`src/rtl/core/ila_pkg.sv`:
```
// ----------------------------------------------------------------------------
// ila_pkg
// Shared types and codes for the indexed list: command and status codes,
// transfer payloads, controller states and controller/datapath interfaces.
// ----------------------------------------------------------------------------
`default_nettype none

package ila_pkg;

    localparam int CMD_W    = 3;
    localparam int POS_W    = 8;
    localparam int WORD_W   = 32;
    localparam int COUNT_W  = 9;
    localparam int STATUS_W = 2;

    // command codes; the remaining codes are accepted and do nothing
    localparam logic [CMD_W-1:0] OP_APPEND  = 3'd0;
    localparam logic [CMD_W-1:0] OP_GET     = 3'd1;
    localparam logic [CMD_W-1:0] OP_INSERT  = 3'd2;
    localparam logic [CMD_W-1:0] OP_REPLACE = 3'd3;
    localparam logic [CMD_W-1:0] OP_REMOVE  = 3'd4;

    localparam logic [STATUS_W-1:0] STS_OK    = 2'd0;
    localparam logic [STATUS_W-1:0] STS_RANGE = 2'd1;
    localparam logic [STATUS_W-1:0] STS_FULL  = 2'd2;

    typedef struct packed {
        logic [CMD_W-1:0]         cmd;
        logic [POS_W-1:0]         position;
        logic signed [WORD_W-1:0] word_in;
    } in_item_t;

    typedef struct packed {
        logic signed [WORD_W-1:0] word_out;
        logic [COUNT_W-1:0]       count;
        logic [STATUS_W-1:0]      status;
    } out_item_t;

    // how the controller has to sequence an accepted command
    typedef enum logic [1:0] {
        ACT_QUICK,
        ACT_GET,
        ACT_INSERT,
        ACT_REMOVE
    } act_e;

    typedef enum logic [2:0] {
        ST_IDLE,
        ST_GET,
        ST_SHIFT,
        ST_DRAIN,
        ST_FILL,
        ST_HOLD
    } state_e;

    typedef enum logic [1:0] {
        OSRC_DEC,
        OSRC_GET,
        OSRC_RES
    } out_src_e;

    typedef struct packed {
        logic     accept;
        logic     rd_pos;
        logic     shift_step;
        logic     fill;
        logic     cap_rd;
        logic     out_load;
        out_src_e out_src;
    } ctl_t;

    typedef struct packed {
        act_e act;
        logic out_free;
        logic shift_last;
        logic shift_ins;
    } sts_t;

endpackage

`default_nettype wire

```
`src/rtl/core/ila_ctrl.sv`:
```
// ----------------------------------------------------------------------------
// ila_ctrl
// Command sequencer: accepts commands, steps the shift loop for insert and
// remove, and hands finished results to the output register.
// ----------------------------------------------------------------------------
`default_nettype none

module ila_ctrl (
    input  wire logic          aclk,
    input  wire logic          aresetn,
    input  wire logic          s_valid,
    output logic               s_ready,
    input  wire ila_pkg::sts_t sts,
    output ila_pkg::ctl_t      ctl
);

    ila_pkg::state_e state_reg, state_next;

    always_ff @(posedge aclk) begin
        if (!aresetn) begin
            state_reg <= ila_pkg::ST_IDLE;
        end else begin
            state_reg <= state_next;
        end
    end

    // next state
    always_comb begin
        state_next = state_reg;
        case (state_reg)
            ila_pkg::ST_IDLE: begin
                if (s_valid) begin
                    case (sts.act)
                        ila_pkg::ACT_QUICK:  state_next = sts.out_free ? ila_pkg::ST_IDLE
                                                                       : ila_pkg::ST_HOLD;
                        ila_pkg::ACT_GET:    state_next = ila_pkg::ST_GET;
                        ila_pkg::ACT_INSERT: state_next = ila_pkg::ST_SHIFT;
                        ila_pkg::ACT_REMOVE: state_next = ila_pkg::ST_SHIFT;
                        default:             state_next = ila_pkg::ST_IDLE;
                    endcase
                end
            end
            ila_pkg::ST_GET: begin
                state_next = sts.out_free ? ila_pkg::ST_IDLE : ila_pkg::ST_HOLD;
            end
            ila_pkg::ST_SHIFT: begin
                if (sts.shift_last) begin
                    state_next = ila_pkg::ST_DRAIN;
                end
            end
            ila_pkg::ST_DRAIN: begin
                if (sts.shift_ins) begin
                    state_next = ila_pkg::ST_FILL;
                end else begin
                    state_next = sts.out_free ? ila_pkg::ST_IDLE : ila_pkg::ST_HOLD;
                end
            end
            ila_pkg::ST_FILL: begin
                state_next = sts.out_free ? ila_pkg::ST_IDLE : ila_pkg::ST_HOLD;
            end
            ila_pkg::ST_HOLD: begin
                if (sts.out_free) begin
                    state_next = ila_pkg::ST_IDLE;
                end
            end
            default: state_next = ila_pkg::ST_IDLE;
        endcase
    end

    // outputs
    always_comb begin
        s_ready        = 1'b0;
        ctl.accept     = 1'b0;
        ctl.rd_pos     = 1'b0;
        ctl.shift_step = 1'b0;
        ctl.fill       = 1'b0;
        ctl.cap_rd     = 1'b0;
        ctl.out_load   = 1'b0;
        ctl.out_src    = ila_pkg::OSRC_RES;
        case (state_reg)
            ila_pkg::ST_IDLE: begin
                s_ready    = 1'b1;
                ctl.rd_pos = 1'b1;
                ctl.accept = s_valid;
                if (s_valid && sts.act == ila_pkg::ACT_QUICK && sts.out_free) begin
                    ctl.out_load = 1'b1;
                    ctl.out_src  = ila_pkg::OSRC_DEC;
                end
            end
            ila_pkg::ST_GET: begin
                ctl.out_load = sts.out_free;
                ctl.out_src  = ila_pkg::OSRC_GET;
                ctl.cap_rd   = !sts.out_free;
            end
            ila_pkg::ST_SHIFT: begin
                ctl.shift_step = 1'b1;
            end
            ila_pkg::ST_DRAIN: begin
                ctl.out_load = !sts.shift_ins && sts.out_free;
            end
            ila_pkg::ST_FILL: begin
                ctl.fill     = 1'b1;
                ctl.out_load = sts.out_free;
            end
            ila_pkg::ST_HOLD: begin
                ctl.out_load = sts.out_free;
            end
            default: begin
                s_ready = 1'b0;
            end
        endcase
    end

endmodule

`default_nettype wire

```
`config.mk`:
```
export PLATFORM = sky130hd
export DESIGN_NAME = ila_ctrl
export DESIGN_NICKNAME = d
export VERILOG_FILES = /design/src/rtl/core/ila_pkg.sv /design/src/rtl/core/ila_ctrl.sv
export SDC_FILE = /design/constraint.sdc
export NUM_CORES = 1
export LEC_CHECK = 0
export ABC_AREA = 1
export BUFFER_PORTS_ARGS = -buffer_cell sky130_fd_sc_hd__clkbuf_2
export CORE_AREA = 2 2 39 41
export DETAILED_ROUTE_END_ITERATION = 6
export DIE_AREA = 0 0 41 43
export SLEW_MARGIN = 30
export SYNTH_ARGS = -nofsm -noshare
export SYNTH_HDL_FRONTEND = slang
export SYNTH_SLANG_ARGS = --single-unit
```
`constraint.sdc`:
```
create_clock -name aclk -period 2.4 [get_ports aclk]
set_clock_uncertainty 0.15 [all_clocks]
set_input_delay 0.48 -clock aclk [delete_from_list [all_inputs] [get_ports aclk]]
set_output_delay 0.48 -clock aclk [all_outputs]
set_load 0.02 [all_outputs]
```
# Word-level counts from Yosys, hierarchy flattened
# Cells that the tools add are included.
# Widths: inputs -> output; s select.
dict set report word_totals {
  reg_bits 3
  latchBits 0
  ramBits 0
  romBits 0
  in_bits 8
  out_inout_bits 9
  elab_cells 38
  n_memories 0
}
dict set report op_classes {
  n_addsub 0
  n_mul 0
  n_div 0
  magnitude_cmp 0
  eq_ne 11
  shift 0
  mux 15
  bitwise_logic 0
  n_reduce_logical 11
}
# op n
set ops {}
lappend ops {{$mux 3} 6}
lappend ops {{$pmux 3 s5} 1}
lappend ops {{$pmux 3 s3} 1}
lappend ops {{$eq 3x2->1 const B} 2}
lappend ops {{$eq 3x3->1 const B} 2}
lappend ops {{$ne 2x2->1 const B} 3}
lappend ops {{$eq 2x2->1 const B} 2}
lappend ops {{$mux 1} 4}
lappend ops {{$pmux 2 s2} 1}
lappend ops {{$reduce_or 2->1} 2}
lappend ops {{$eq 3x1->1 const B} 1}
lappend ops {{$logic_and 1x1->1} 3}
lappend ops {{$logic_not 3->1} 1}
lappend ops {{$pmux 1 s3} 1}
lappend ops {{$reduce_and 3->1} 1}
lappend ops {{$reduce_or 3->1} 1}
lappend ops {{$eq 2x1->1 const B} 1}
lappend ops {{$logic_not 1->1} 2}
lappend ops {{$logic_not 2->1} 1}
lappend ops {{$mux 2} 1}

# Logic depth before layout (Yosys ltp)
dict set report logic_depth {
  ltp_word 5
  mapped_depth 10
  depth_no_buf 10
}

# Worst setup path before layout
# OpenSTA, ideal clock, no wires.
dict set report synth_timing {
  path_kind {in2out}
  startpoint {input s_valid}
  endpoint {output ctl[2] (netlist name)}
  arrival_ns 1.491
  required_time_ns 1.770
  slack_ns 0.279
  cell_stages 4
  path_buffers 0
  path_cell_list {inv_1 -> nor3_1 -> nand3_1 -> o211ai_1}
}
# element line
set synth_lines {}
lappend synth_lines {{start: declaration} ila_ctrl.sv:11} ;# input wire logic s_valid,
lappend synth_lines {{end: declaration} ila_ctrl.sv:14} ;# output ila_pkg::ctl_t ctl

==> impl_metrics.json <==
{
  "diodes": 0,
  "worst_slack_ns": 0.305,
  "antenna_left": 0,
  "fmax_mhz": 477,
  "yosysTopAreaCell": "dfxtp_1",
  "tns_ns": 0,
  "max_stage_delay_ns": 0.35,
  "via_per_inst": 4.28,
  "grt_setup_unrepaired": "false",
  "cp_top_family": "simple AND/OR/NAND/NOR gates",
  "tightestPinTransition_ns": 0.355,
  "synth_edf_count": 0,
  "reg2reg_slack_ns": 1.09,
  "ctsHoldBuffers": 0,
  "wl_per_cell_um": 8.44,
  "numCtsBuffers": 3,
  "clkTransAtPathRegs_ns": 0.04,
  "synth_area_um2": 312,
  "cp_cell_sequence": "inv_2 -> nand2_4 -> nor3_1 -> nand3_1 -> o211ai_1 -> clkbuf_2",
  "start_util_pct": 22.5,
  "cts_sinks": 3,
  "clock_latency_ns": 0.23,
  "crit_path_start_kind": "register",
  "cp_slowest_cell": "dfxtp_1",
  "synth.top_cell.area_share_pct": 19.3,
  "fp-row-count": 14,
  "syn_nets": 64,
  "die_h_um": 43,
  "startpoint": "state_reg[0]$_SDFFE_PN0P_",
  "drv_slew": 0,
  "cts_htree_levels": 1,
  "grt.busiest_layer": "met2",
  "die_area_mm2": 0.00176,
  "hpwl_um": 640,
  "grt_max_degree": 9,
  "cp-end-kind": "output pin",
  "setup_viol": 0,
  "ys.flop_type": "dfxtp_1",
  "crit_cells": 6,
  "relSlewSlack_pct": 76.1,
  "power.total_uw": 338,
  "cts_resized": 0,
  "fin_area_um2": 425,
  "placed_cell_area_um2": 399,
  "clk_path_buf_depth": 2,
  "cts_tree": "yes",
  "yosysUniqueCellTypes": 17,
  "seq_area_frac_synth_pct": 19.3,
  "yosys_warnings": 0,
  "synthTopCellsByCount": "12 x nand2_1, 8 x inv_1, 7 x nor2_1",
  "drive_above_1_share_pct": 36.5,
  "async_flop_share_pct": 0,
  "status": "finished, final reports clean",
  "final_net_count": 83,
  "crit_buf_inv": 2,
  "root_buffer": "clkbuf_4",
  "ir_drop_mv": 0.317,
  "critPathRequiredTime_ns": 1.77,
  "io_pins": 17,
  "io_buffers": 16,
  "first_pass_iters": 3,
  "met1_usage_pct": 12.8,
  "grt-ovfl-total": 0,
  "grt_pass1_wl_mm": 1.24,
  "core-area_mm2": 0.00138,
  "max-cap-violations": 0,
  "p_per_area_mw_per_mm2": 795,
  "met3_usage_pct": 1.57,
  "gp_congestion": 0.774,
  "fin_crit_ns": 2.09,
  "antenna_found_initial": 0,
  "vias": 385,
  "fin_crit_sh_pct": 87.3,
  "synth-seq-cells": 3,
  "worstPathArrival_ns": 1.46,
  "yosysMostFrequentCell": "nand2_1",
  "syn2layout_area_growth_pct": 36.5,
  "leakagePower_nw": 0.250,
  "largest_reg_flops": 3,
  "grt_use_met2_pct": 14.4,
  "critPathKind": "reg -> out",
  "track_usage_pct": 10.1,
  "drt_wl_total_um": 760,
  "hold_path.class": "in -> reg",
  "synth_area_per_cell_um2": 5.56,
  "hold_viol": 0,
  "synthTopCellsByArea": "dfxtp_1 19%, nand2_1 14%, nand3_1 9.6%",
  "dp_slack_ns": 0.422,
  "die_w_um": 41,
  "crit_path_end": "ctl[2]",
  "r2r_cells": 7,
  "regToRegStartpoint": "state_reg[1]$_SDFFE_PN0P_",
  "synth_cells": 56,
  "crit_fanout": 6,
  "drc_errors": 0,
  "drtIter0Drc": 4,
  "rr_endpoint": "state_reg[1]$_SDFFE_PN0P_",
  "grt_pass1_vias": 347,
  "postCtsSetupRepairBufs": 0
}
placed cells by master (no fill, tap or decap), drive strengths merged:
master,netlist,routed
nor2,9,9
a21oi,4,4
nor3,2,2
a31oi,1,1
nand3,7,7
nand2,14,14
clkbuf,0,20
dfxtp,3,3
inv,11,11
nand4,2,2
o211ai,1,1
power by group:
part / leakage (nW) / total [mW] / switching, mW / internal [mW]
Clock: 0.0150 / 0.0888 / 0.0265 / 0.0623
Combinational: 0.210 / 0.177 / 0.118 / 0.0590
Sequential: 0.0246 / 0.0722 / 0.0138 / 0.0585
per-layer routing:
metal / vias up / share of wire, %
li1: 212 / -
met4: 0 / 0
met2: 5 / 51
met1: 168 / 45
met5: - / 0
met3: 0 / 3.4
final cells by class:
type                    count  area (um^2)
repair buffers             16         80.1
well taps                  16         20.0
inverters                  11         41.3
clock buffers               4         26.3
flip-flops and latches      3         60.1
fillers                   163          958
multi-input cells          40          198
worst register-to-register path, delay by kind of cell, from the launching register on:
| kind | cells | cell delay, ns |
|---|---|---|
| buf+inv | 2 | 0.13 |
| flops | 1 | 0.46 |
| simple gates | 5 | 0.46 |
worst min path at each step:
| stage | from | depth (start not counted) | slack (ns) | endpoint |
|---|---|---|---|---|
| 2_1_floorplan | state_reg[2]$_SDFFE_PN0P_ | 2 | 0.37 | state_reg[0]$_SDFFE_PN0P_ |
| 3_3_place_gp | state_reg[2]$_SDFFE_PN0P_ | 2 | 0.40 | state_reg[2]$_SDFFE_PN0P_ |
| 3_5_place_dp | state_reg[2]$_SDFFE_PN0P_ | 2 | 0.40 | state_reg[2]$_SDFFE_PN0P_ |
| 4_1_cts | aresetn | 3 | 0.34 | state_reg[2]$_SDFFE_PN0P_ |
| 5_1_grt | aresetn | 3 | 0.35 | state_reg[2]$_SDFFE_PN0P_ |
| 6_report | aresetn | 3 | 0.35 | state_reg[2]$_SDFFE_PN0P_ |
cells by family after synthesis:
logic type / share of synthesized area [%]
AOI/OAI and AO/OA: 10.8
and+or+nand+nor: 52.6
DFF: 19.3
buffers and inverters: 17.3
stage by stage:
| step | std cells | hold WS (ns) | util (%) |
|---|---|---|---|
| 2_1_floorplan | 56 | 0.365 | - |
| 3_3_place_gp | 86 | 0.405 | 28.8 |
| 3_5_place_dp | 86 | 0.403 | 28.8 |
| 4_1_cts | 90 | 0.338 | 30.7 |
| 5_1_grt | 90 | 0.347 | 30.7 |
| 6_report | 90 | 0.346 | 30.7 |
Note: power is estimated with default switching activity, not from simulation.
